==> src/design/ldpf_pkg.sv <==
// Shared types and constants for the page framebuffer line drawer.
package ldpf_pkg;

  localparam int X_W         = 7;
  localparam int Y_W         = 6;
  localparam int PG_W        = 3;
  localparam int BYTE_W      = 8;
  localparam int CNT_W       = 8;
  localparam int ERR_W       = 10;
  localparam int IN_TDATA_W  = 40;
  localparam int OUT_TDATA_W = 16;

  localparam logic [BYTE_W-1:0] PIX_ONE = 8'h01;

  typedef struct packed {
    logic [X_W-1:0]  read_column;
    logic [PG_W-1:0] read_page;
    logic            clear_pixels;
    logic [Y_W-1:0]  y_end;
    logic [X_W-1:0]  x_end;
    logic [Y_W-1:0]  y_start;
    logic [X_W-1:0]  x_start;
  } item_t;

  localparam int ITEM_W = $bits(item_t);

  typedef struct packed {
    logic accept;
    logic clr_step;
    logic draw_step;
    logic rd_issue;
    logic load_out;
  } cmd_t;

  typedef struct packed {
    logic clr_last;
    logic draw_last;
  } sts_t;

endpackage

==> src/design/ldpf_ctrl.sv <==
// Controller: sequences clearing, line walk, byte read and result hand-off.
module ldpf_ctrl (
  input  logic           clk_i,
  input  logic           rst_ni,
  input  logic           in_valid_i,
  input  logic           in_func_i,
  output logic           in_ready_o,
  output logic           out_valid_o,
  input  logic           out_ready_i,
  input  ldpf_pkg::sts_t sts_i,
  output ldpf_pkg::cmd_t cmd_o
);
  import ldpf_pkg::*;

  localparam logic [2:0] ST_CLEAR = 3'd0;
  localparam logic [2:0] ST_IDLE  = 3'd1;
  localparam logic [2:0] ST_DRAW  = 3'd2;
  localparam logic [2:0] ST_READ  = 3'd3;
  localparam logic [2:0] ST_DONE  = 3'd4;

  logic [2:0] state_q, state_d;
  logic       out_valid_q, out_valid_d;
  logic       out_free;

  always_comb begin
    state_d    = state_q;
    cmd_o      = '0;
    in_ready_o = 1'b0;
    out_free   = ~out_valid_q | out_ready_i;
    case (state_q)
      ST_CLEAR: begin
        cmd_o.clr_step = 1'b1;
        if (sts_i.clr_last) begin
          state_d = ST_IDLE;
        end
      end
      ST_IDLE: begin
        in_ready_o = 1'b1;
        if (in_valid_i) begin
          cmd_o.accept = 1'b1;
          state_d      = in_func_i ? ST_READ : ST_DRAW;
        end
      end
      ST_DRAW: begin
        cmd_o.draw_step = 1'b1;
        if (sts_i.draw_last) begin
          state_d = ST_DONE;
        end
      end
      ST_READ: begin
        cmd_o.rd_issue = 1'b1;
        state_d        = ST_DONE;
      end
      ST_DONE: begin
        if (out_free) begin
          cmd_o.load_out = 1'b1;
          state_d        = ST_IDLE;
        end
      end
      default: begin
        state_d = ST_IDLE;
      end
    endcase
    if (cmd_o.load_out) begin
      out_valid_d = 1'b1;
    end else if (out_ready_i) begin
      out_valid_d = 1'b0;
    end else begin
      out_valid_d = out_valid_q;
    end
  end

  always_ff @(posedge clk_i or negedge rst_ni) begin
    if (!rst_ni) begin
      state_q     <= ST_CLEAR;
      out_valid_q <= 1'b0;
    end else begin
      state_q     <= state_d;
      out_valid_q <= out_valid_d;
    end
  end

  assign out_valid_o = out_valid_q;

endmodule

==> config.mk <==
export PLATFORM = sky130hd
export DESIGN_NAME = ldpf_ctrl
export DESIGN_NICKNAME = d
export VERILOG_FILES = /design/src/design/ldpf_pkg.sv /design/src/design/ldpf_ctrl.sv
export SDC_FILE = /design/constraint.sdc
export NUM_CORES = 1
export LEC_CHECK = 0
export BUFFER_PORTS_ARGS = -buffer_cell sky130_fd_sc_hd__buf_4
export CAP_MARGIN = 20
export CORE_AREA = 2 2 39 41
export CTS_BUF_LIST = sky130_fd_sc_hd__clkbuf_8
export CTS_CLUSTER_SIZE = 28
export DETAILED_ROUTE_END_ITERATION = 10
export DIE_AREA = 0 0 41 43
export PLACE_DENSITY = 0.5
export SLEW_MARGIN = 20
export SYNTH_ARGS = -nofsm -noshare
export SYNTH_HDL_FRONTEND = slang
export SYNTH_SLANG_ARGS = --single-unit
==> constraint.sdc <==
create_clock -name clk_i -period 1.1 [get_ports clk_i]
set_input_delay 0 -clock clk_i [delete_from_list [all_inputs] [get_ports clk_i]]
set_output_delay 0 -clock clk_i [all_outputs]
set_load 0.005 [all_outputs]
# Word-level counts from Yosys, hierarchy flattened
# Cells that the tools add are included.
dict set report word_totals {
  memories 0
  elab_cells 31
  mem_bits_ro 0
  ff_bits 4
  latch_bits 0
  input_bits 7
  out_inout_bits 7
  ramBits 0
}
dict set report classes {
  n_mul 0
  shift 0
  n_eq_ne 8
  magnitude_cmp 0
  n_reduce_logical 3
  div_mod_pow 0
  mux 16
  n_bitwise 2
  n_addsub 0
}
# op n
set op_table {}
lappend op_table {{3-bit one-hot mux with 5 select lines} 1}
lappend op_table {{3-bit 2-to-1 mux} 4}
lappend op_table {{1-bit 2-to-1 mux} 11}
lappend op_table {{2-bit inequality test (second input constant)} 4}
lappend op_table {{3-bit by 2-bit equality test with 1-bit output (second input constant)} 2}
lappend op_table {{4-bit AND reduction} 1}
lappend op_table {{3-bit by 1-bit equality test with 1-bit output (second input constant)} 1}
lappend op_table {{3-bit equality test (second input constant)} 1}
lappend op_table {{3-bit logical NOT} 1}
lappend op_table {{2-bit nonzero test} 1}
lappend op_table {{1-bit inverter} 1}
lappend op_table {{1-bit bitwise OR} 1}

# Depth between registers and ports, before layout
# Gate-level depths: netlist (run 1).
dict set report depth {
  depth_word 5
  depth_mapped 4
  depth_no_buf 3
}

# Worst setup path before layout (run 1)
# OpenSTA, ideal clock, no wires.
dict set report synth_timing {
  path_kind {flip-flop to flip-flop}
  start {register state_q[0]}
  end {register state_q[2]}
  t_required_ps 1018
  arrival_ps 806
  stages_incl_launch_ff 5
  setup_time_ps 82
  path_buffers 1
  synth_period_minus_slack_ps 888
  setup_slack_ps 212
  path_cell_list {dfrtp_1 buf_4 nor2_1 nand2_1 o22ai_1}
}
dict set report synth_via {
  elab_chain_len 3
  word_cells_on_any_way 11
  classes_between {8 x eq/ne; 1 x mux; 2 x reduce/logical}
}
# item line_no
set synth_rtl {}
lappend synth_rtl {{from (decl)} ldpf_ctrl.sv:21} ;# logic [2:0] state_q, state_d;
lappend synth_rtl {{from (signal assigned)} ldpf_ctrl.sv:78} ;# state_q <= state_d;
lappend synth_rtl {{3-bit equality test, or another cell as far along} ldpf_ctrl.sv:30} ;# case (state_q)
lappend synth_rtl {{2-bit inequality test (no source line)} --}
lappend synth_rtl {{4-bit AND reduction (no source line)} --}
# Parallel ways exist; a longest one is shown, timed or not.
# A chain may end at the register's enable or synchronous reset.

==> metrics, run 1 <==
status=finished, violations left; failing checks=setup timing; sw frac=32.6%; # clock sinks=4; antenna violations before repair=0; Psw=0.456 mW; top cells by area, synth=dfrtp_1, buf_4, nor2_1; DIE AREA=1760 um2; n_diodes=0; cts bufs inserted=3; Clock Latency Late Sink=220 ps; Int Pwr=0.942 mW; fin crit share=101%; post-detail-place hpwl=420 um; WHS=47.2 ps; flops & latches, synth=4; synth unique cells=17; Hold Crit Endpoint=state_q[1]; syn_area_per_cell=8.63 um2; clk_skew=3.69 ps; pwr dens=2920 nW/um2; Reg area=104 um2; GRT overflow=0; Worst Hold Class=in2reg; Die Span Y=43 um; routability congestion estimate=0.708; CTS root buf=clkbuf_8; die width=41 um; clk buf depth=2; Synth top area share=38.6%; sequential power share=24.0%; Core Area=1380 um2; crit start category=flip-flop; final-report setup violation count=1; VDD IR-drop max=0.748 mV; measured slew at the worst slew-check pin=209 ps; H-tree levels=1; WS Path Type=reg2out; area of the multi-input gates=140 um2; first-pass GRT wire length=979 um; unrepaired setup endpoints after global routing=true; worst reg2reg path startpoint=state_q[0]; Leak=0.239 nW; share of layout cells above drive strength 1=59.6%; max cap viols=0; fillers=158; Post-route DRC=0; DRT antenna net count=0; Max Freq=0.896 GHz; Comb pwr share=53.3%; Layout Nets=61; total number of vias=294; Mapped Area=259 um2; CP max FO=8; Mapped Nets=37; FP Rows=14; Synth Instances=30; Overall Global Routing Usage=8.66%; PortBufs=13; Final WS setup=-15.8 ps; hold path startpoint=sts_i[0]; Final Hold Viols=0; register area share after synthesis=38.6%; worst reg-to-reg setup slack=120 ps; Hold Path Depth=4; Final Cell Area=478 um2; I/O pins=14; Area Growth Syn to Fin=84.5%; final WL=730 um; cell type with the highest aggregate area in the netlist=dfrtp_1; largest net degree at the start of global routing=12; min cycle time layout=1120 ps; Clock Power Share=22.6%; vias per cell=4.32; number of global-route vias before repair=238; worst rel slew slack=85.9%; Final Max Slew Viols=0; critical path data required time=1100 ps; drt wl/cell=10.7 um; CP Capture Type=output pin; CTS tree=done; Post-DP Area=354 um2; FF-to-FF path depth=4; Synth warnings=0; CTS clk-pin slew, worst paths=40 ps; Starting DRT DRC Count=14; Worst R2R End=state_q[1]; Pre-antenna DRT Iters=4; initial core utilization=18.7%; endpoint arrival time on the critical path=1120 ps
## layout make-up
type                            instances  share of cell area (%)
Tap cell                               16                    4.19
Timing Repair Buffer                   23                    36.1
Clock buffer                            3                    8.64
Multi-Input combinational cell         22                    29.3
Sequential cell                         4                    21.7
## worst max-delay path: stages, from the launching register on
cell and delay, ps:
dfrtp_2 450, buf_4 160, and3b_1 170, buf_4 130
## metal layers
metal  track usage [%]  routed length [um]
met3              3.14                  28
met4              8.00                   0
met1              10.7                 332
met2              10.9                 369
met5                 0                   0
## logic make-up (layout without fill, tap and decap cells)
| group | count (synthesis) | after routing | synth area share (%) |
|---|---|---|---|
| simple gates | 16 | 16 | 35.7 |
| compound gates | 6 | 6 | 14.0 |
| flops | 4 | 4 | 38.6 |
| buf+inv | 4 | 26 | 11.6 |
## worst max path at each step
stage	startpoint	end	slack, ps	cells past startpoint
floorplan	state_q[0]	state_q[2]	210	4
global placement	state_q[0]	state_q[0]	90	3
detailed placement	state_q[0]	state_q[0]	60	3
CTS	state_q[1]	cmd_o[4]	-60	2
global route	state_q[1]	cmd_o[4]	-50	2
finish	state_q[1]	cmd_o[1]	-20	3
## synthesized netlist by cell type
library cell / instances
a21oi_1: 1
a31oi_1: 1
and2b_1: 1
and3_2: 1
and3b_1: 1
buf_4: 4
dfrtp_1: 4
nand2_1: 3
nand2b_1: 2
nand3b_1: 1
nor2_1: 4
nor3_1: 1
nor3b_1: 1
nor4bb_1: 1
o21ai_0: 2
o22ai_1: 1
o311ai_1: 1
## metrics by stage
step           std cells  util [%]  setup TNS (ps)  power, mW  worst slack [ps]
2_1_floorplan         30         -               0      0.647               212
3_3_place_gp          56      25.6               0      0.839              92.3
3_5_place_dp          56      25.6               0      0.843              62.7
4_1_cts               61      30.1           -71.5       1.20             -58.3
5_1_grt               68      34.5            -183       1.51             -52.7
6_report              68      34.5           -15.8       1.40             -15.8
## registers in the layout (all words and copies together), names as in the netlist
signal,count
state_q,3
out_valid_o,1
## repair_timing
action                     4_1_cts  5_1_grt
hold buffers                     1        0
setup endpoints to repair        6        7
hold endpoints to repair         4        0
gates resized for setup          3        2
setup buffers                    1        7
pin swaps                        1        1
## power by group through the flow
stage / sequential, mW / combinational [mW] / clock [mW]
final: 0.336 / 0.746 / 0.316
after global routing: 0.350 / 0.823 / 0.333
after CTS: 0.367 / 0.519 / 0.316
after detailed placement: 0.360 / 0.484 / 0
after global placement: 0.353 / 0.486 / 0
after floorplan: 0.248 / 0.398 / 0
## placed cells by master, fill, tap and decap left out, drive strengths merged
master / count
a21oi: 1
a31oi: 1
and2b: 1
and3: 1
and3b: 1
buf: 21
clkbuf: 4
dfrtp: 4
dlygate4sd3: 1
nand2: 3
nand2b: 2
nand3b: 1
nor2: 4
nor3: 1
nor3b: 1
nor4bb: 1
o21ai: 2
o22ai: 1
o311ai: 1
No activity file was read; power rests on OpenSTA's default activity.
==> run 2: changes to the inputs <==
==> constraint.sdc (replaced) <==
create_clock -name clk_i -period 1.05 [get_ports clk_i]
set_input_delay 0 -clock clk_i [delete_from_list [all_inputs] [get_ports clk_i]]
set_output_delay 0 -clock clk_i [all_outputs]
set_load 0.005 [all_outputs]
==> metrics, run 2 (synthesis gave the netlist of run 1 again) <==
routability congestion estimate=0.746 (+5.4%); Pre-antenna DRT Iters=2 (-2); measured slew at the worst slew-check pin=256 ps (+47.9 ps); crit start category=flip-flop; CTS clk-pin slew, worst paths=30 ps (about the same); CTS root buf=clkbuf_8; commonest non-fill, non-tap cell in the layout=buf_4; total number of vias=294 (unchanged); WHS=57.4 ps (+10.2 ps); Area Growth Syn to Fin=92.8%; I/O pins=14 (unchanged); PortBufs=13 (unchanged); CP max FO=6 (-2); clk_skew=1.12 ps (-2.57 ps); DRT antenna net count=0 (unchanged); Leak=0.233 nW (-2.1%); WS Path Type=reg2out; max cap viols=0 (unchanged); Overall Global Routing Usage=10.1% (+1.4 points); Final Max Slew Viols=0 (unchanged); Psw=0.515 mW (+13%); critical-path cell list=buf_4 -> nor3_1 -> buf_4; largest net degree at the start of global routing=8 (-4); post-route setup TNS=-187 ps (-171 ps); Hold Path Depth=4 (unchanged); sw frac=33.4% (+0.74 points); CTS tree=done; Final WS setup=-57.5 ps (-41.8 ps); CP dominant cell by count=buf_4; max reg flops=3 (unchanged); Core Util, Final=36.1% (+1.5 points); drt wl/cell=11.6 um (+7.7%); Worst Hold Class=in2reg; CP peak stage delay=440 ps (about the same); first-pass GRT wire length=1.17 mm (+20%); # clock sinks=4 (unchanged); fillers=145 (-8.2%); Clock Latency Late Sink=210 ps (about the same); clk buf depth=2 (unchanged); n_diodes=0 (unchanged); initial core utilization=18.7% (unchanged); Int Pwr=1.03 mW (+9.2%); CP Capture Type=output pin; Starting DRT DRC Count=4 (-10); Clock Power Share=20.3% (-2.3 points); Place WS=-45.4 ps (-108 ps); vias per cell=4.45 (+3.0%); critical path data required time=1050 ps (-50 ps); worst rel slew slack=82.6% (-3.2 points); Comb pwr share=55.7% (+2.4 points); VDD IR-drop max=0.755 mV (+0.85%); sequential power share=23.9% (about the same); unrepaired setup endpoints after global routing=true; share of layout cells above drive strength 1=64.0% (+4.4 points); H-tree levels=1 (unchanged); DIE AREA=1760 um2 (unchanged); most frequent cells in the layout=buf_4, buf_6, nand2_1, clkbuf_8, dfrtp_2; Pwr Total=1.54 mW (+10%); number of global-route vias before repair=295 (+24%); Slowest-stage cell, CP=dfrtp_2; antenna violations before repair=0 (unchanged); FP Rows=14 (unchanged); pwr dens=3090 nW/um2 (+5.7%); Layout Nets=59 (-3.3%); final-report setup violation count=5 (+4); status=finished, violations left; fin crit share=105%; Post-route DRC=0 (unchanged); min cycle time layout=1110 ps; Biggest register=state_q; Core Area=1380 um2 (unchanged); die width=41 um (unchanged); placed cells=56 (unchanged); fin cells=66 (-2.9%); Post-DP Area=354 um2 (unchanged); cts bufs inserted=3 (unchanged); endpoint arrival time on the critical path=1110 ps (about the same); Max Freq=0.903 GHz; Final Cell Area=499 um2 (+4.5%); failing checks=setup timing; final WL=763 um (+4.5%); Final Hold Viols=0 (unchanged); Die Span Y=43 um (unchanged); GRT overflow=0 (unchanged); FF-to-FF path depth=3 (-1)
[run 2: area by class of cell]
cell class	count	area, um2	share of cell area [%]
timing repair buffer	21	175	35.1
multi-input combinational	22	159	31.8
sequential	4	104	20.8
clock buffer	3	41.3	8.27
tap	16	20.0	4.01
[run 2: final timing paths]
check	startpoint	end	slack [ps]
min	sts_i[0]	state_q[1]	60
max in group asynchronous	rst_ni	state_q[1]	810
max	state_q[0]	cmd_o[3]	-60
min in group asynchronous	rst_ni	out_valid_o	130
max reg2reg	state_q[0]	state_q[0]	10
min reg2reg	out_valid_o	out_valid_o	560
[run 2: power by group through the flow]
stage / Sequential, mW / Clock, mW / Combinational [mW]
6_report: 0.369 / 0.314 / 0.860
5_1_grt: 0.384 / 0.341 / 0.930
4_1_cts: 0.345 / 0.323 / 0.763
3_5_place_dp: 0.371 / 0 / 0.517
3_3_place_gp: 0.369 / 0 / 0.510
2_1_floorplan: 0.260 / 0 / 0.417
[run 2: critical path, delay by kind of cell, from the launching register on]
family | cells | cell delay (ps)
and+or+nand+nor | 1 | 170
DFF | 1 | 440
buffers and inverters | 2 | 290
[run 2: routing by layer]
layer	GRT usage (%)	wire (um)	share of wire, %
met1	12.0	310	41
met2	15.0	409	54
met3	1.57	33	4.3
met4	8.00	8	1.0
met5	0	0	0
[run 2: timing repair]
item,in CTS,in global routing
pin swaps,1,1
resized for setup,7,12
hold endpoints to repair,4,0
hold buffers,1,0
buffers inserted,6,0
setup endpoints to repair,7,8
==> run 3: changes to the inputs <==
--- a/config.mk
+++ b/config.mk
@@ -5,6 +5,7 @@
 export SDC_FILE = /design/constraint.sdc
 export NUM_CORES = 1
 export LEC_CHECK = 0
+export ABC_AREA = 1
 export BUFFER_PORTS_ARGS = -buffer_cell sky130_fd_sc_hd__buf_4
 export CAP_MARGIN = 20
 export CORE_AREA = 2 2 39 41
==> metrics, run 3 <==
Worst Hold Class=in2reg; Biggest register=state_q; largest net degree at the start of global routing=5 (-3); top post-synthesis cells by count=inv_1, nand2_1, nor2_1, dfrtp_1, nor2_2; Synth warnings=0 (unchanged); most frequent cells in the layout=buf_4, nand2_1, inv_1, nor2_1; Final Cell Area=554 um2 (+11%); sw frac=37.4% (+4.0 points); unrepaired setup endpoints after global routing=true; min cycle time layout=1120 ps (+16.0 ps); status=finished, violations left; Final WS setup=-73.5 ps (-16.0 ps); crit start category=flip-flop; clk buf depth=2 (unchanged); Worst Setup EP=cmd_o[1]; Pwr Total=1.74 mW (+13%); clk_skew=4.12 ps (+3.00 ps); H-tree levels=1 (unchanged); WS Path Type=reg2out; Overall Global Routing Usage=11.0% (+0.89 points); Core Area=1380 um2 (unchanged); worst reg-to-reg setup slack=-60 ps (-70 ps); total number of vias=330 (+12%); worst rel slew slack=87.8% (+5.1 points); Comb pwr share=63.1% (+7.4 points); Die Span Y=43 um (unchanged); Pre-antenna DRT Iters=3 (+1); Synth Instances=39 (+30%); FF-to-FF path depth=7 (+4); DIE AREA=1760 um2 (unchanged); Final Hold Viols=0 (unchanged); antenna violations before repair=0 (unchanged); Final Max Slew Viols=0 (unchanged); die width=41 um (unchanged); final WL=767 um (+0.52%); Area Growth Syn to Fin=113%; cts bufs inserted=3 (unchanged); flops & latches, synth=4 (unchanged); Clock Latency Late Sink=220 ps (about the same); Psw=0.650 mW (+26%); initial core utilization=18.8% (+0.090 points); n_diodes=0 (unchanged); critical path data required time=1050 ps (about the same); Post-DP Area=400 um2 (+13%); PortBufs=13 (unchanged); sequential power share=18.6% (-5.3 points); CTS root buf=clkbuf_8; routability congestion estimate=0.847 (+14%); failing checks=setup timing; measured slew at the worst slew-check pin=182 ps (-74.2 ps); final-report setup violation count=7 (+2); CTS tree=done; commonest non-fill, non-tap cell in the layout=buf_4; top cells by area, synth=dfrtp_1, inv_1, nand2_1; Synth top area share=38.5% (-0.19 points); fin cells=82 (+24%); max cap viols=0 (unchanged); FP Rows=14 (unchanged); VDD IR-drop max=1.39 mV (+84%); register area share after synthesis=38.5% (-0.19 points); Primary FF master, synth=dfrtp_1; pwr dens=3140 nW/um2 (+1.4%); fin crit share=107% (+1.5 points); CP max FO=4 (-2); Worst Setup SP=state_q[2]; Worst R2R End=state_q[2]; cell type with the highest aggregate area in the netlist=dfrtp_1; Starting DRT DRC Count=2 (-2); vias per cell=4.02 (-9.7%); worst reg2reg path startpoint=state_q[2]; EDFF count, synth=0 (unchanged); post-detail-place hpwl=494 um; Clock Power Share=18.3% (-2.0 points); max reg flops=3 (unchanged); Int Pwr=1.09 mW (+5.9%); CP Capture Type=output pin; Leak=0.297 nW (+27%); GRT overflow=0 (unchanged); # clock sinks=4 (unchanged); Post-route DRC=0 (unchanged); share of layout cells above drive strength 1=59.1% (-4.9 points); Mapped Area=260 um2 (+0.48%); synth unique cells=11 (-6); Layout Nets=75 (+27%); syn_area_per_cell=6.67 um2 (-23%); fraction of registers with async set/reset=100% (unchanged); Mapped Nets=46 (+24%); endpoint arrival time on the critical path=1120 ps (about the same); Max Freq=0.890 GHz (-1.4%); first-pass GRT wire length=1.24 mm (+5.3%); CTS clk-pin slew, worst paths=30 ps (about the same); I/O pins=14 (unchanged); number of global-route vias before repair=313 (+6.1%); drt wl/cell=9.35 um (-19%); placed cells=71 (+27%); WHS=108 ps (+50.7 ps); DRT antenna net count=0 (unchanged)
[run 3: cell type report]
class,instances,area [um2]
repair buffers,25,204
clock buffers,3,41.3
flip-flops and latches,4,101
multi-input cells,26,158
fillers,156,830
inverters,8,30.0
well taps,16,20.0
[run 3: timing repair]
item | in CTS | in global routing
buffers inserted | 5 | 1
hold endpoints to repair | 5 | 0
gates resized for setup | 8 | 7
endpoints found under the setup margin | 7 | 9
pin swaps | 1 | 3
hold buffers | 2 | 0
[run 3: per-stage QoR]
step	util, %	worst slack, ps	setup TNS, ps
floorplan	-	76.6	0
global placement	28.9	-27.0	-30.4
detailed placement	28.9	-30.8	-43.5
CTS	37.3	-77.4	-322
global route	40.1	-139	-777
finish	40.1	-73.5	-267
[run 3: worst min-delay path by stage]
stage,startpoint,end,depth (start not counted)
floorplan,rst_ni,out_valid_o,0
global placement,rst_ni,out_valid_o,1
detailed placement,rst_ni,out_valid_o,1
CTS,in_valid_i,state_q[0],4
global route,in_func_i,state_q[0],5
finish,in_func_i,state_q[0],5
[run 3: logic make-up after synthesis]
kind of cell / Yosys count / synth area share (%)
simple gates: 24 / 43.3
buf+inv: 9 / 14.4
flops: 4 / 38.5
compound gates: 2 / 3.85
[run 3: power groups by stage]
stage               Clock, mW  Combinational, mW  Sequential [mW]
finish                  0.318               1.10            0.324
detailed placement          0              0.730            0.310
global route            0.340               1.21            0.335
global placement            0              0.730            0.309
floorplan                   0              0.378            0.296
CTS                     0.326              0.966            0.315
[run 3: per-layer routing]
| layer | vias up | track usage, % | part of all wire [%] |
|---|---|---|---|
| met5 | - | 0 | 0 |
| met4 | 0 | 6.00 | 1.6 |
| met3 | 2 | 6.28 | 10 |
| li1 | 171 | - | - |
| met2 | 16 | 16.3 | 49 |
| met1 | 141 | 11.6 | 39 |
[run 3: critical path, stage by stage (launching register included)]
cell,delay [ps]
dfrtp_2,440
nor2_4,140
inv_2,50
buf_6,110
nor2_4,60
buf_4,100
